--- config.mk ---
export PLATFORM = sky130hd
export DESIGN_NAME = tdma_tx_queue_facch_priority
export DESIGN_NICKNAME = d
export VERILOG_FILES = /design/src/rtl/core/tdq_pkg.sv /design/src/rtl/core/tdq_ram.sv /design/src/rtl/core/tdq_mod26.sv /design/src/rtl/core/tdma_tx_queue_facch_priority.sv
export SDC_FILE = /design/constraint.sdc
export NUM_CORES = 2
export LEC_CHECK = 0
export ABC_AREA = 0
export BUFFER_PORTS_ARGS = -buffer_cell sky130_fd_sc_hd__buf_4
export CORE_ASPECT_RATIO = 0.6
export CORE_UTILIZATION = 50
export DETAILED_ROUTE_END_ITERATION = 10
export PLACE_DENSITY = 0.66
export SKIP_LAST_GASP = 1
export SYNTH_ARGS = -nofsm -noshare
export SYNTH_HDL_FRONTEND = slang
export SYNTH_SLANG_ARGS = --single-unit
--- constraint.sdc ---
create_clock -name clk_i -period 17.2 [get_ports clk_i]
set_input_delay 2.58 -clock clk_i [delete_from_list [all_inputs] [get_ports clk_i]]
set_output_delay 2.58 -clock clk_i [all_outputs]
set_load 0.01 [all_outputs]
--- src/rtl/core/tdq_pkg.sv ---
// Package for the TDMA transmit queue: request, status and register codes,
// state encoding, frame number alignment constants and the result item. No dependencies.
package tdq_pkg;

  // Request codes carried in the slave-side tuser
  typedef enum logic [1:0] {
    REQ_PUSH    = 2'd0,
    REQ_DEQUEUE = 2'd1,
    REQ_FLUSH   = 2'd2,
    REQ_NONE    = 2'd3
  } req_e;

  // Result status codes
  typedef enum logic [1:0] {
    STAT_OK     = 2'd0,
    STAT_TS_OFF = 2'd1,
    STAT_FULL   = 2'd2,
    STAT_RSVD   = 2'd3
  } status_e;

  // Configuration register indexes
  typedef enum logic [1:0] {
    CFG_TS_ENABLED = 2'd0,
    CFG_TCH_FULL   = 2'd1,
    CFG_TCH_HALF0  = 2'd2,
    CFG_TCH_HALF1  = 2'd3
  } cfg_idx_e;

  // Controller states
  typedef enum logic [2:0] {
    ST_IDLE,
    ST_DECODE,
    ST_SCAN,
    ST_COMPACT,
    ST_RESULT
  } state_e;

  localparam int FN_BITS   = 22;
  localparam int FN_PERIOD = 26;
  localparam int FN_REM_W  = 5;
  localparam int CHAN_BITS = 6;

  // FACCH alignment of the 26-frame multiframe per half-rate subchannel
  localparam logic [FN_REM_W-1:0] H0_FN_A = 5'd0;
  localparam logic [FN_REM_W-1:0] H0_FN_B = 5'd8;
  localparam logic [FN_REM_W-1:0] H0_FN_C = 5'd17;
  localparam logic [FN_REM_W-1:0] H1_FN_A = 5'd1;
  localparam logic [FN_REM_W-1:0] H1_FN_B = 5'd9;
  localparam logic [FN_REM_W-1:0] H1_FN_C = 5'd18;

  // One result item
  typedef struct packed {
    logic [4:0]  flushed_count;
    logic [15:0] dropped_tag_second;
    logic [15:0] dropped_tag_first;
    logic [1:0]  dropped_count;
    logic        out_facch;
    logic [15:0] out_tag;
    logic        found;
    status_e     status;
  } result_t;

endpackage

--- src/rtl/core/tdq_ram.sv ---
// Generic simple dual-port RAM: one write port, one read port with
// registered read data. No dependencies.
module tdq_ram #(
  parameter int WIDTH = 23,
  parameter int DEPTH = 128
) (
  input  logic                     clk_i,
  input  logic                     we_i,
  input  logic [$clog2(DEPTH)-1:0] waddr_i,
  input  logic [WIDTH-1:0]         wdata_i,
  input  logic                     re_i,
  input  logic [$clog2(DEPTH)-1:0] raddr_i,
  output logic [WIDTH-1:0]         rdata_o
);

  logic [WIDTH-1:0] mem_q [DEPTH];

  // Write and registered read
  always_ff @(posedge clk_i) begin
    if (we_i) begin
      mem_q[waddr_i] <= wdata_i;
    end
    if (re_i) begin
      rdata_o <= mem_q[raddr_i];
    end
  end

endmodule

--- src/rtl/core/tdq_mod26.sv ---
// Remainder of the TDMA frame number by the multiframe length, computed by a
// reciprocal multiplication with a registered quotient. Depends on tdq_pkg.
module tdq_mod26 import tdq_pkg::*; (
  input  logic                clk_i,
  input  logic                rst_ni,
  input  logic                start_i,
  input  logic [FN_BITS-1:0]  value_i,
  output logic                done_o,
  output logic [FN_REM_W-1:0] rem_o
);

  // 2^27 / 26 rounded up gives the exact quotient for every 22-bit frame number
  localparam int          RECIP_SHIFT = 27;
  localparam logic [22:0] FN_RECIP    = 23'd5162221;
  localparam int          PROD_W      = FN_BITS + 23;
  localparam int          QUOT_W      = PROD_W - RECIP_SHIFT;

  logic [FN_BITS-1:0]  val_q, val_d;
  logic [QUOT_W-1:0]   quot_q, quot_d;
  logic [FN_REM_W-1:0] rem_q, rem_d;
  logic [1:0]          cnt_q, cnt_d;
  logic [PROD_W-1:0]   prod;
  logic [FN_BITS:0]    back;

  // Estimate the quotient, then subtract its multiple of the period
  always_comb begin
    prod   = PROD_W'(val_q) * PROD_W'(FN_RECIP);
    back   = (FN_BITS+1)'(quot_q) * (FN_BITS+1)'(FN_PERIOD);
    val_d  = val_q;
    quot_d = quot_q;
    rem_d  = rem_q;
    cnt_d  = cnt_q;
    if (start_i) begin
      val_d = value_i;
      cnt_d = 2'd2;
    end else if (cnt_q == 2'd2) begin
      quot_d = prod[PROD_W-1 -: QUOT_W];
      cnt_d  = 2'd1;
    end else if (cnt_q == 2'd1) begin
      rem_d = FN_REM_W'((FN_BITS+1)'(val_q) - back);
      cnt_d = 2'd0;
    end
  end

  always_ff @(posedge clk_i or negedge rst_ni) begin
    if (!rst_ni) begin
      cnt_q <= '0;
    end else begin
      cnt_q <= cnt_d;
    end
  end

  always_ff @(posedge clk_i) begin
    val_q  <= val_d;
    quot_q <= quot_d;
    rem_q  <= rem_d;
  end

  assign done_o = cnt_q == 2'd0;
  assign rem_o  = rem_q;

endmodule

--- src/rtl/core/tdma_tx_queue_facch_priority.sv ---
// Top level of the per-timeslot TDMA transmit queue with FACCH priority.
// Depends on tdq_pkg, tdq_ram and tdq_mod26.
//
//  channel  | direction | handshake              | content
//  ---------+-----------+------------------------+---------------------------------
//  s_axis   | in        | s_axis_tvalid/tready   | request (tuser kind, tdata args)
//  m_axis   | out       | m_axis_tvalid/tready   | result of one request
//  cfg      | in        | cfg_we_i               | register index and data
//
//  Push, flush and rejected requests go from DECODE straight to RESULT.
//  Dequeue scans the queue once to locate entries and a second time to compact
//  it through the single entry RAM; the first pass also waits for the remainder
//  unit to finish before it ends.
//  Reset clears fill counts and control registers; entry RAM contents need no clearing.
//  One request is in flight at a time; a result waits in the output register.
module tdma_tx_queue_facch_priority import tdq_pkg::*; #(
  parameter int QUEUE_DEPTH    = 16,
  parameter int TIMESLOT_COUNT = 8,
  parameter int TAG_BITS       = 16
) (
  input  logic        clk_i,
  input  logic        rst_ni,
  input  logic        s_axis_tvalid,
  output logic        s_axis_tready,
  // [2:0] timeslot, [8:3] chan_type, [9] is_facch, [25:10] frame_tag,
  // [47:26] frame_number
  input  logic [47:0] s_axis_tdata,
  // [1:0] req_type
  input  logic [1:0]  s_axis_tuser,
  output logic        m_axis_tvalid,
  input  logic        m_axis_tready,
  // [1:0] status, [2] found, [18:3] out_tag, [19] out_facch,
  // [21:20] dropped_count, [37:22] dropped_tag_first,
  // [53:38] dropped_tag_second, [58:54] flushed_count, [63:59] zero
  output logic [63:0] m_axis_tdata,
  input  logic        cfg_we_i,
  input  logic [1:0]  cfg_idx_i,
  input  logic [7:0]  cfg_data_i
);

  localparam int IW  = $clog2(QUEUE_DEPTH);
  localparam int FW  = $clog2(QUEUE_DEPTH + 1);
  localparam int TSW = (TIMESLOT_COUNT > 1) ? $clog2(TIMESLOT_COUNT) : 1;
  localparam int RD  = TIMESLOT_COUNT * QUEUE_DEPTH;
  localparam int AW  = $clog2(RD);
  localparam int EW  = TAG_BITS + CHAN_BITS + 1;

  // Configuration registers
  logic [7:0]           ts_en_q;
  logic [CHAN_BITS-1:0] code_full_q, code_h0_q, code_h1_q;

  // Captured request
  req_e                 req_q;
  logic [2:0]           ts_q;
  logic [CHAN_BITS-1:0] chan_q;
  logic                 facch_q;
  logic [15:0]          tag_q;
  logic [FN_BITS-1:0]   fn_q;

  state_e state_q, state_d;
  logic [FW-1:0] fill_q [TIMESLOT_COUNT];
  logic [FW-1:0] rd_idx_q, wp_q;
  logic [IW-1:0] pend_idx_q;
  logic          pend_q;

  // Located entries
  logic                f_v_q, s0_v_q, s1_v_q, a_v_q, a_facch_q;
  logic [IW-1:0]       f_idx_q, s0_idx_q, s1_idx_q, a_idx_q;
  logic [TAG_BITS-1:0] f_tag_q, s0_tag_q, s1_tag_q, a_tag_q;

  result_t res_q;
  logic    out_valid_q;
  logic [63:0] out_data_q;

  logic [TSW-1:0] ts_idx;
  logic           ts_ok;
  logic [FW-1:0]  fill_cur;
  logic           s_acc;

  logic          ram_we, ram_re;
  logic [IW-1:0] ram_widx;
  logic [EW-1:0] ram_wdata, ram_rdata;
  logic [AW-1:0] ram_waddr, ram_raddr;

  logic                mod_start, mod_done;
  logic [FN_REM_W-1:0] fn_rem;

  logic is_full, is_half, allow;
  logic rm_f, rm_s0, rm_s1, rm_a, removed;
  logic [2:0] n_rem;
  logic [EW-1:0] new_entry;
  logic          e_facch;
  logic [CHAN_BITS-1:0] e_chan;
  logic [TAG_BITS-1:0]  e_tag;
  logic          e_match;
  logic          out_free, scan_end, compact_end;
  result_t       deq_res;
  result_t       dec_res;

  assign ts_idx   = ts_q[TSW-1:0];
  assign ts_ok    = int'(ts_q) < TIMESLOT_COUNT;
  assign fill_cur = fill_q[ts_idx];
  assign s_acc    = s_axis_tvalid && s_axis_tready;
  assign out_free = !out_valid_q || m_axis_tready;

  assign new_entry = {facch_q, chan_q, TAG_BITS'(tag_q)};
  assign e_facch   = ram_rdata[EW-1];
  assign e_chan    = ram_rdata[EW-2 -: CHAN_BITS];
  assign e_tag     = ram_rdata[TAG_BITS-1:0];
  assign e_match   = e_chan == chan_q;

  assign ram_waddr = AW'(int'(ts_idx) * QUEUE_DEPTH + int'(ram_widx));
  assign ram_raddr = AW'(int'(ts_idx) * QUEUE_DEPTH + int'(rd_idx_q[IW-1:0]));

  tdq_ram #(
    .WIDTH (EW),
    .DEPTH (RD)
  ) u_store (
    .clk_i   (clk_i),
    .we_i    (ram_we),
    .waddr_i (ram_waddr),
    .wdata_i (ram_wdata),
    .re_i    (ram_re),
    .raddr_i (ram_raddr),
    .rdata_o (ram_rdata)
  );

  tdq_mod26 u_fn_mod (
    .clk_i   (clk_i),
    .rst_ni  (rst_ni),
    .start_i (mod_start),
    .value_i (fn_q),
    .done_o  (mod_done),
    .rem_o   (fn_rem)
  );

  // Select which located entries a dequeue removes
  always_comb begin
    is_full = chan_q == code_full_q;
    is_half = !is_full && (chan_q == code_h0_q || chan_q == code_h1_q);
    allow   = (chan_q == code_h0_q &&
               (fn_rem == H0_FN_A || fn_rem == H0_FN_B || fn_rem == H0_FN_C)) ||
              (chan_q == code_h1_q &&
               (fn_rem == H1_FN_A || fn_rem == H1_FN_B || fn_rem == H1_FN_C));
    rm_f    = f_v_q && (is_full || (is_half && allow));
    rm_s0   = s0_v_q && (is_full || is_half);
    rm_s1   = s1_v_q && is_half && allow && f_v_q;
    rm_a    = a_v_q && !is_full && !is_half;
    n_rem   = 3'(rm_f) + 3'(rm_s0) + 3'(rm_s1) + 3'(rm_a);
    removed = (rm_f && pend_idx_q == f_idx_q) || (rm_s0 && pend_idx_q == s0_idx_q) ||
              (rm_s1 && pend_idx_q == s1_idx_q) || (rm_a && pend_idx_q == a_idx_q);
  end

  // Build the dequeue result
  always_comb begin
    deq_res        = '0;
    deq_res.status = STAT_OK;
    deq_res.found  = rm_f || rm_s0 || rm_a;
    if (rm_f) begin
      deq_res.out_tag   = 16'(f_tag_q);
      deq_res.out_facch = 1'b1;
      deq_res.dropped_count = 2'(rm_s0) + 2'(rm_s1);
      if (rm_s0) begin
        deq_res.dropped_tag_first = 16'(s0_tag_q);
      end
      if (rm_s1) begin
        deq_res.dropped_tag_second = 16'(s1_tag_q);
      end
    end else if (rm_a) begin
      deq_res.out_tag   = 16'(a_tag_q);
      deq_res.out_facch = a_facch_q;
    end else if (rm_s0) begin
      deq_res.out_tag = 16'(s0_tag_q);
    end
  end

  // Build the result of a request that needs no scan
  always_comb begin
    dec_res = '0;
    if (req_q == REQ_NONE) begin
      dec_res.status = STAT_OK;
    end else if (!ts_ok) begin
      dec_res.status = STAT_TS_OFF;
    end else if (req_q == REQ_PUSH) begin
      if (!ts_en_q[ts_q]) dec_res.status = STAT_TS_OFF;
      else if (!ram_we) dec_res.status = STAT_FULL;
    end else if (req_q == REQ_FLUSH) begin
      dec_res.flushed_count = 5'(fill_cur);
    end
  end

  assign scan_end    = !ram_re && !pend_q && mod_done;
  assign compact_end = !ram_re && !pend_q;

  // Next state
  always_comb begin
    state_d = state_q;
    case (state_q)
      ST_IDLE: begin
        if (s_acc) state_d = ST_DECODE;
      end
      ST_DECODE: begin
        if (req_q == REQ_DEQUEUE && ts_ok) state_d = ST_SCAN;
        else state_d = ST_RESULT;
      end
      ST_SCAN: begin
        if (scan_end) state_d = ST_COMPACT;
      end
      ST_COMPACT: begin
        if (compact_end) state_d = ST_RESULT;
      end
      ST_RESULT: begin
        if (out_free) state_d = ST_IDLE;
      end
      default: state_d = ST_IDLE;
    endcase
  end

  // Control outputs
  always_comb begin
    s_axis_tready = 1'b0;
    ram_we        = 1'b0;
    ram_re        = 1'b0;
    ram_widx      = wp_q[IW-1:0];
    ram_wdata     = ram_rdata;
    mod_start     = 1'b0;
    case (state_q)
      ST_IDLE: s_axis_tready = 1'b1;
      ST_DECODE: begin
        mod_start = req_q == REQ_DEQUEUE && ts_ok;
        if (req_q == REQ_PUSH && ts_ok && ts_en_q[ts_q] &&
            fill_cur < FW'(QUEUE_DEPTH)) begin
          ram_we    = 1'b1;
          ram_widx  = fill_cur[IW-1:0];
          ram_wdata = new_entry;
        end
      end
      ST_SCAN: ram_re = rd_idx_q < fill_cur;
      ST_COMPACT: begin
        ram_re = rd_idx_q < fill_cur;
        ram_we = pend_q && !removed;
      end
      default: ;
    endcase
  end

  // Control registers
  always_ff @(posedge clk_i or negedge rst_ni) begin
    if (!rst_ni) begin
      state_q     <= ST_IDLE;
      out_valid_q <= 1'b0;
      pend_q      <= 1'b0;
      ts_en_q     <= '0;
      code_full_q <= 6'd1;
      code_h0_q   <= 6'd2;
      code_h1_q   <= 6'd3;
      for (int t = 0; t < TIMESLOT_COUNT; t++) begin
        fill_q[t] <= '0;
      end
    end else begin
      state_q <= state_d;
      pend_q  <= ram_re;
      // Configuration writes
      if (cfg_we_i) begin
        case (cfg_idx_e'(cfg_idx_i))
          CFG_TS_ENABLED: ts_en_q     <= cfg_data_i;
          CFG_TCH_FULL:   code_full_q <= cfg_data_i[CHAN_BITS-1:0];
          CFG_TCH_HALF0:  code_h0_q   <= cfg_data_i[CHAN_BITS-1:0];
          CFG_TCH_HALF1:  code_h1_q   <= cfg_data_i[CHAN_BITS-1:0];
          default: ;
        endcase
      end
      // Update the fill count
      if (state_q == ST_DECODE && ts_ok) begin
        if (ram_we) fill_q[ts_idx] <= fill_cur + 1'b1;
        else if (req_q == REQ_FLUSH) fill_q[ts_idx] <= '0;
      end
      if (state_q == ST_COMPACT && compact_end) begin
        fill_q[ts_idx] <= fill_cur - FW'(n_rem);
      end
      // Hold the result until taken
      if (state_q == ST_RESULT && out_free) out_valid_q <= 1'b1;
      else if (m_axis_tready) out_valid_q <= 1'b0;
    end
  end

  // Request capture, scan and compaction datapath
  always_ff @(posedge clk_i) begin
    if (s_acc) begin
      req_q   <= req_e'(s_axis_tuser);
      ts_q    <= s_axis_tdata[2:0];
      chan_q  <= s_axis_tdata[8:3];
      facch_q <= s_axis_tdata[9];
      tag_q   <= s_axis_tdata[25:10];
      fn_q    <= s_axis_tdata[47:26];
    end
    pend_idx_q <= rd_idx_q[IW-1:0];
    if (ram_re) rd_idx_q <= rd_idx_q + 1'b1;
    case (state_q)
      ST_DECODE: begin
        res_q    <= dec_res;
        rd_idx_q <= '0;
        f_v_q    <= 1'b0;
        s0_v_q   <= 1'b0;
        s1_v_q   <= 1'b0;
        a_v_q    <= 1'b0;
      end
      ST_SCAN: begin
        // Locate the first FACCH, first two speech and first matching entries
        if (pend_q && e_match) begin
          if (e_facch && !f_v_q) begin
            f_v_q   <= 1'b1;
            f_idx_q <= pend_idx_q;
            f_tag_q <= e_tag;
          end
          if (!e_facch && !s0_v_q) begin
            s0_v_q   <= 1'b1;
            s0_idx_q <= pend_idx_q;
            s0_tag_q <= e_tag;
          end else if (!e_facch && !s1_v_q) begin
            s1_v_q   <= 1'b1;
            s1_idx_q <= pend_idx_q;
            s1_tag_q <= e_tag;
          end
          if (!a_v_q) begin
            a_v_q     <= 1'b1;
            a_idx_q   <= pend_idx_q;
            a_tag_q   <= e_tag;
            a_facch_q <= e_facch;
          end
        end
        if (scan_end) begin
          rd_idx_q <= '0;
          wp_q     <= '0;
        end
      end
      ST_COMPACT: begin
        // Advance the write pointer over kept entries
        if (ram_we) wp_q <= wp_q + 1'b1;
        if (compact_end) res_q <= deq_res;
      end
      ST_RESULT: begin
        if (out_free) begin
          out_data_q <= {5'd0, res_q.flushed_count, res_q.dropped_tag_second,
                         res_q.dropped_tag_first, res_q.dropped_count,
                         res_q.out_facch, res_q.out_tag, res_q.found, res_q.status};
        end
      end
      default: ;
    endcase
  end

  assign m_axis_tvalid = out_valid_q;
  assign m_axis_tdata  = out_data_q;

  // Compaction never overwrites an entry not yet read
  a_wp_behind: assert property (@(posedge clk_i) disable iff (!rst_ni)
    (state_q == ST_COMPACT && ram_we) |-> (wp_q[IW-1:0] <= pend_idx_q))
    else $error("compaction write overtakes read");

  // Fill count stays within the queue depth
  a_fill_range: assert property (@(posedge clk_i) disable iff (!rst_ni)
    (state_q != ST_IDLE) |-> (fill_cur <= FW'(QUEUE_DEPTH)))
    else $error("queue fill beyond depth");

  // A dequeue removes no more entries than the queue holds
  a_remove_fits: assert property (@(posedge clk_i) disable iff (!rst_ni)
    (state_q == ST_COMPACT && compact_end) |-> (FW'(n_rem) <= fill_cur))
    else $error("removal count beyond fill");

  // Remainder unit is finished whenever a request may be accepted
  a_mod_idle: assert property (@(posedge clk_i) disable iff (!rst_ni)
    s_axis_tready |-> mod_done)
    else $error("remainder unit busy while idle");

endmodule
Word level (Yosys, flattened, before mapping)
Memory sizes are Yosys's and may differ from the RTL's. A register that Yosys moved wholly into a read port is not among the register bits.
Index checks and enable logic that the tools add are counted.

operators by class
  $add $sub $neg = 11
  reduce and logical (&&, ||, !) cells = 81
  bitwise gates (word level) = 7
  magnitude comparators = 5
  $mul = 2
  equal/unequal tests = 35
  multiplexer cells = 68

operators by type and width
  kind                                                 number
  two-way mux 40 bit                                   4
  one-hot mux 59 bit (2 select lines)                  1
  bitwise mux 40 bit                                   2
  two-way mux 59 bit                                   1
  two-way mux 5 bit                                    10
  two-way mux 16 bit                                   3
  two-way mux 23 bit                                   2
  multiplier 22 x 23 -> 45 bit, second input constant  1
  bitwise AND 40 bit                                   1
  NOT 40 bit                                           1
  two-way mux 34 bit                                   1
  logical AND 1 bit                                    28
  == test 6 bit                                        4
  AND reduction 3 bit                                  7
  inequality test 2 bit, second input constant         10
  one-hot mux 5 bit (2 select lines)                   2
  multiplier 18 x 4 -> 4 bit, second input constant    1
  two-way mux 1 bit                                    18
  two-way mux 17 bit                                   1
  == test 4 bit                                        4
  AND reduction 2 bit                                  8
  adder 5 x 1 -> 5 bit, second input constant          3
  binary-select mux 5 bit (select 3 bit)               1
  demux 5 bit (select 3 bit)                           1
  other kinds (36)                                     94

word-level totals
  register bits after elaboration = 385
  memory bits (writable) = 2,944
  input bits = 65
  memories = 1

memory list
  memory         words  bits a word  rd ports  clocked after memory_dff  write ports  RTL line       source
  u_store.mem_q  128    23           1         1                         1            tdq_ram.sv:16  logic [WIDTH-1:0] mem_q [DEPTH];

Depth between registers and ports, before layout
  word-level depth = 20
  gate-level depth with buffers = 22
  gate-level depth less buffers = 22

Cells and area by module
A second synthesis with hierarchy kept.

second synthesis, totals
  cells, all modules = 5,952
  area, all modules = 133,688.2 um^2

modules (own cells, without submodules)
  module                        area each (um^2)  times used  cells an instance
  tdq_ram                       112,804.4         1           4,356
  tdma_tx_queue_facch_priority  13,817.0          1           948
  tdq_mod26                     7,066.8           1           648

Least setup slack after synthesis
Ideal clock, no wire load.

  kind = reg-to-reg
  from = register u_fn_mod.val_q[10]
  to = register u_fn_mod.quot_q[3] (data pin)
  stages on the path, launching flop included = 19
  setup time = 0.263 ns
  required time = 16.937 ns
  arrival = 5.541 ns
  setup slack = 11.396 ns
  period minus slack after synthesis = 5.804 ns
  cells stage by stage = edfxtp_1 fa_1 fa_1 inv_1 fa_1 inv_1 fa_1 fa_1 fa_1 inv_1 fa_1 inv_1 ha_1 a2111oi_0 a21oi_1 a311oi_1 o21ai_0 a311oi_1 xnor2_1

on the way
  word-level cells in the longest chain between the ends = 1

ends and longest elaborated chain
  what                          RTL line         source
  from (decl)                   tdq_mod26.sv:18  logic [FN_BITS-1:0] val_q, val_d;
  from (signal assigned)        tdq_mod26.sv:54  val_q <= val_d;
  multiplier 22 x 23 -> 45 bit  tdq_mod26.sv:27  prod = PROD_W'(val_q) * PROD_W'(FN_RECIP);
  named net u_fn_mod.prod[30]   tdq_mod26.sv:22  logic [PROD_W-1:0] prod;
  to (signal assigned)          tdq_mod26.sv:55  quot_q <= quot_d;
  to (decl)                     tdq_mod26.sv:19  logic [QUOT_W-1:0] quot_q, quot_d;

The timed path passes the listed nets, and every way through them passes these cells.
A chain may end at the register's enable or synchronous reset.

Final worst setup path
Same ends and word-level chain as after synthesis.

==> results.toml <==
[timing]
tns_ns = 0
finalClockSkew_ns = 0.05217
finalSetupViolCount = 0
rsz0062_at_grt = "false"
slew_headroom = 0.06874
timing.fmax_mhz = 160.7
slew_violations = 0
period_minus_slack_ns = 6.224
finalWorstSetupSlack_ns = 10.98
period_share = 0.3618
worst_pin_slew_ns = 1.392
hold_viol_final = 0

[grt]
antenna_found_initial = 17
gr-total-overflow = 0
grt_start_max_net_pins = 129
first_global_vias = 63200
gr-usage-all-layers = 0.2483
grt_pass1_wl_mm = 472.7

[cts]
cts_setup_buffers = 0
clk_latency_ns = 0.87
holdBufCountCts = 0
cts_max_path_buffers = 4
cts.clk_slew.worst_paths_ns = 0.07
cts_htree_levels = 5
cts_tree = "done"
cts-resized-gates = 0
cts.sinks = 3337
cts-root-buf = "clkbuf_16"
cts_buffers = 290

[synth]
synth_area_leaders = "edfxtp_1 (73%), mux4_2 (16%), fa_1 (2.2%)"
ys_seq_area_frac = 0.7496
yosysTopAreaCell = "edfxtp_1"
syn_inst = 6016
ys_ff_latch = 3337
syn_avg_cell_area_um2 = 22.12
synth_flop_cell = "edfxtp_1"
synthArstFlopShare = 0.02188
synth_top_cell_area_share = 0.7345
synth_edf_count = 3255
yosysWarnings = 0
yosysUniqueCellTypes = 83
netlist_area_um2 = 133100

[cells_and_area]
areaGrowthSynthToFinish_pct = 11.66
final_core_util = 0.5622
layout_commonest_cell = "edfxtp_1"
final_cells = 10110
drive_gt1_frac = 0.2846
final_cell_mix = "edfxtp_1 (3,255), mux4_2 (924), buf_4 (312)"
final_nets = 6708

[drt]
routed_wirelength_mm = 332.2
first_pass_iters = 6
via_count = 63840
route.detailed.drc = 0
via_per_inst = 6.313
wire_per_inst_um = 32.85
detail-route-antenna-nets = 0
drt_iter0_markers = 9720

[die]
die_x_um = 668.0
rows = 146
io_pins = 131
die_area_um2 = 268300
die_h_um = 401.6
core_um2 = 264300
initial_utilization = 0.5035

[setup_path]
r2r-start = "u_fn_mod.val_q[10]$_DFFE_PP_"
worstPathArrival_ns = 6.80
timing.rr.end = "u_fn_mod.quot_q[3]$_DFFE_PP_"
cp_common_cell = "fa_1"
critPathCaptureType = "flip-flop"
crit_type = "reg2reg"
reg2regPathDepth = 18
slowest_stage = "fa_1"
max_stage_delay_ns = 0.56
cp-start-kind = "flip-flop"
crit_chain = "fa_1, fa_1, inv_1, fa_1, inv_1, fa_1, fa_1, fa_1, inv_1, fa_1, inv_1, ha_1, a2111oi_0, a21oi_1, a311oi_1, o21ai_0, a311oi_1, xnor2_1"
crit_end = "u_fn_mod.quot_q[3]$_DFFE_PP_"
crit_start = "u_fn_mod.val_q[10]$_DFFE_PP_"
regToRegSetupSlack_ns = 10.98
worst-path-max-fanout = 6
required_ns = 17.78

[worst_hold_path]
hold_class = "reg2reg"

[power]
powerDensity_nw_per_um2 = 156.2
ir_drop_v = 0.0003284
power_frac_seq = 0.432
p_int_mw = 16.14
swShare = 0.3050
combinationalPowerShare = 0.292
power_switching_mw = 7.081
p_leak_nw = 46.55
pwr-share-clk = 0.276

[place]
dp_slack_ns = 11.04
placed_cells = 9604
numPortBuffers = 125
dp_hpwl_mm = 195.7
gp_congestion = 0.8825

[job]
max-cap-violations = 0

[status]
outcome = "finished, final reports clean"
==> per-layer routing <==
layer  vias up  track usage  wire (um)
li1      25410            -          -
met1     34220       0.4009     142700
met2      3758       0.3421     141400
met3       453      0.06267      40380
met4         8      0.05438       7620
met5         -            0         84
==> kinds of logic (layout without fill, tap and decap cells) <==
family          count (synthesis)  count (layout)  synth area share
compound gates                290             290           0.01552
buf+inv                       554            1093           0.01658
other cells                     1               7        0.00002818
xor+xnor                       71              71          0.004673
flops                        3337            3337            0.7496
simple gates                  501             501           0.01757
mux                           964             964            0.1598
fa+ha+maj                     298             298           0.03625
==> per-stage QoR <==
| stage | instance area, um^2 | total power, mW | hold slack [ns] |
|---|---|---|---|
| floorplan | 133100 | 14.80 | 0.3519 |
| global route | 148600 | 24.23 | 0.4256 |
| global placement | 139600 | 16.88 | 0.4031 |
| CTS | 148600 | 23.28 | 0.4167 |
| finish | 148600 | 23.22 | 0.4184 |
| detailed placement | 139600 | 16.94 | 0.4051 |
==> layout make-up <==
cell class / instances / area [um^2]
Timing Repair Buffer: 321 / 2514
Multi-Input combinational cell: 2129 / 31860
Fill cell: 19090 / 115700
Tap cell: 3552 / 4444
Antenna cell: 2 / 5.005
Clock buffer: 367 / 7757
Inverter: 266 / 998.5
Sequential cell: 3337 / 99770
Clock inverter: 139 / 1254
==> cells in the mapped netlist (32+ instances only) <==
master,count
a22oi_1,95
a21oi_1,56
clkbuf_1,172
ha_1,152
edfxtp_1,3255
o21ai_0,32
mux4_2,924
xnor2_1,44
buf_2,32
nor2_1,193
dfrtp_1,69
nand2_1,145
inv_1,265
fa_1,146
buf_1,68
==> worst min path at each step <==
stage	start	to	depth (start not counted)
floorplan	rd_idx_q[0]$_DFF_P_	pend_idx_q[0]$_DFF_P_	0
global placement	res_q[16]$_SDFFCE_PN0P_	m_axis_tdata[16]$_DFFE_PP_	0
detailed placement	res_q[1]$_SDFFCE_PP0P_	m_axis_tdata[1]$_DFFE_PP_	0
CTS	res_q[14]$_SDFFCE_PN0P_	m_axis_tdata[14]$_DFFE_PP_	0
global route	res_q[17]$_SDFFCE_PN0P_	m_axis_tdata[17]$_DFFE_PP_	0
finish	res_q[17]$_SDFFCE_PN0P_	m_axis_tdata[17]$_DFFE_PP_	0
==> power by group through the flow <==
stage / combinational [mW] / clock, mW / sequential [mW]
2_1_floorplan: 4.62 / 0 / 10.2
3_3_place_gp: 6.69 / 0 / 10.2
3_5_place_dp: 6.74 / 0 / 10.2
4_1_cts: 6.78 / 6.48 / 10.0
5_1_grt: 7.42 / 6.77 / 10.0
6_report: 6.79 / 6.40 / 10.0
==> sequential cells by signal, indices dropped and copies added (netlist names), 22 cells and up <==
signal           flops
fn_q                22
fill_q              40
u_fn_mod.val_q      22
u_store.rdata_o     23
u_store.mem_q     2944
res_q               59
m_axis_tdata        59
==> critical path, delay by kind of cell, from the launching register on <==
family / cells / cell delay (ns)
fa+ha+maj: 8 / 3.84
flops: 1 / 0.51
xor+xnor: 1 / 0.10
buf+inv: 4 / 0.23
compound gates: 5 / 1.29
Note: power is estimated with default switching activity, not from simulation.
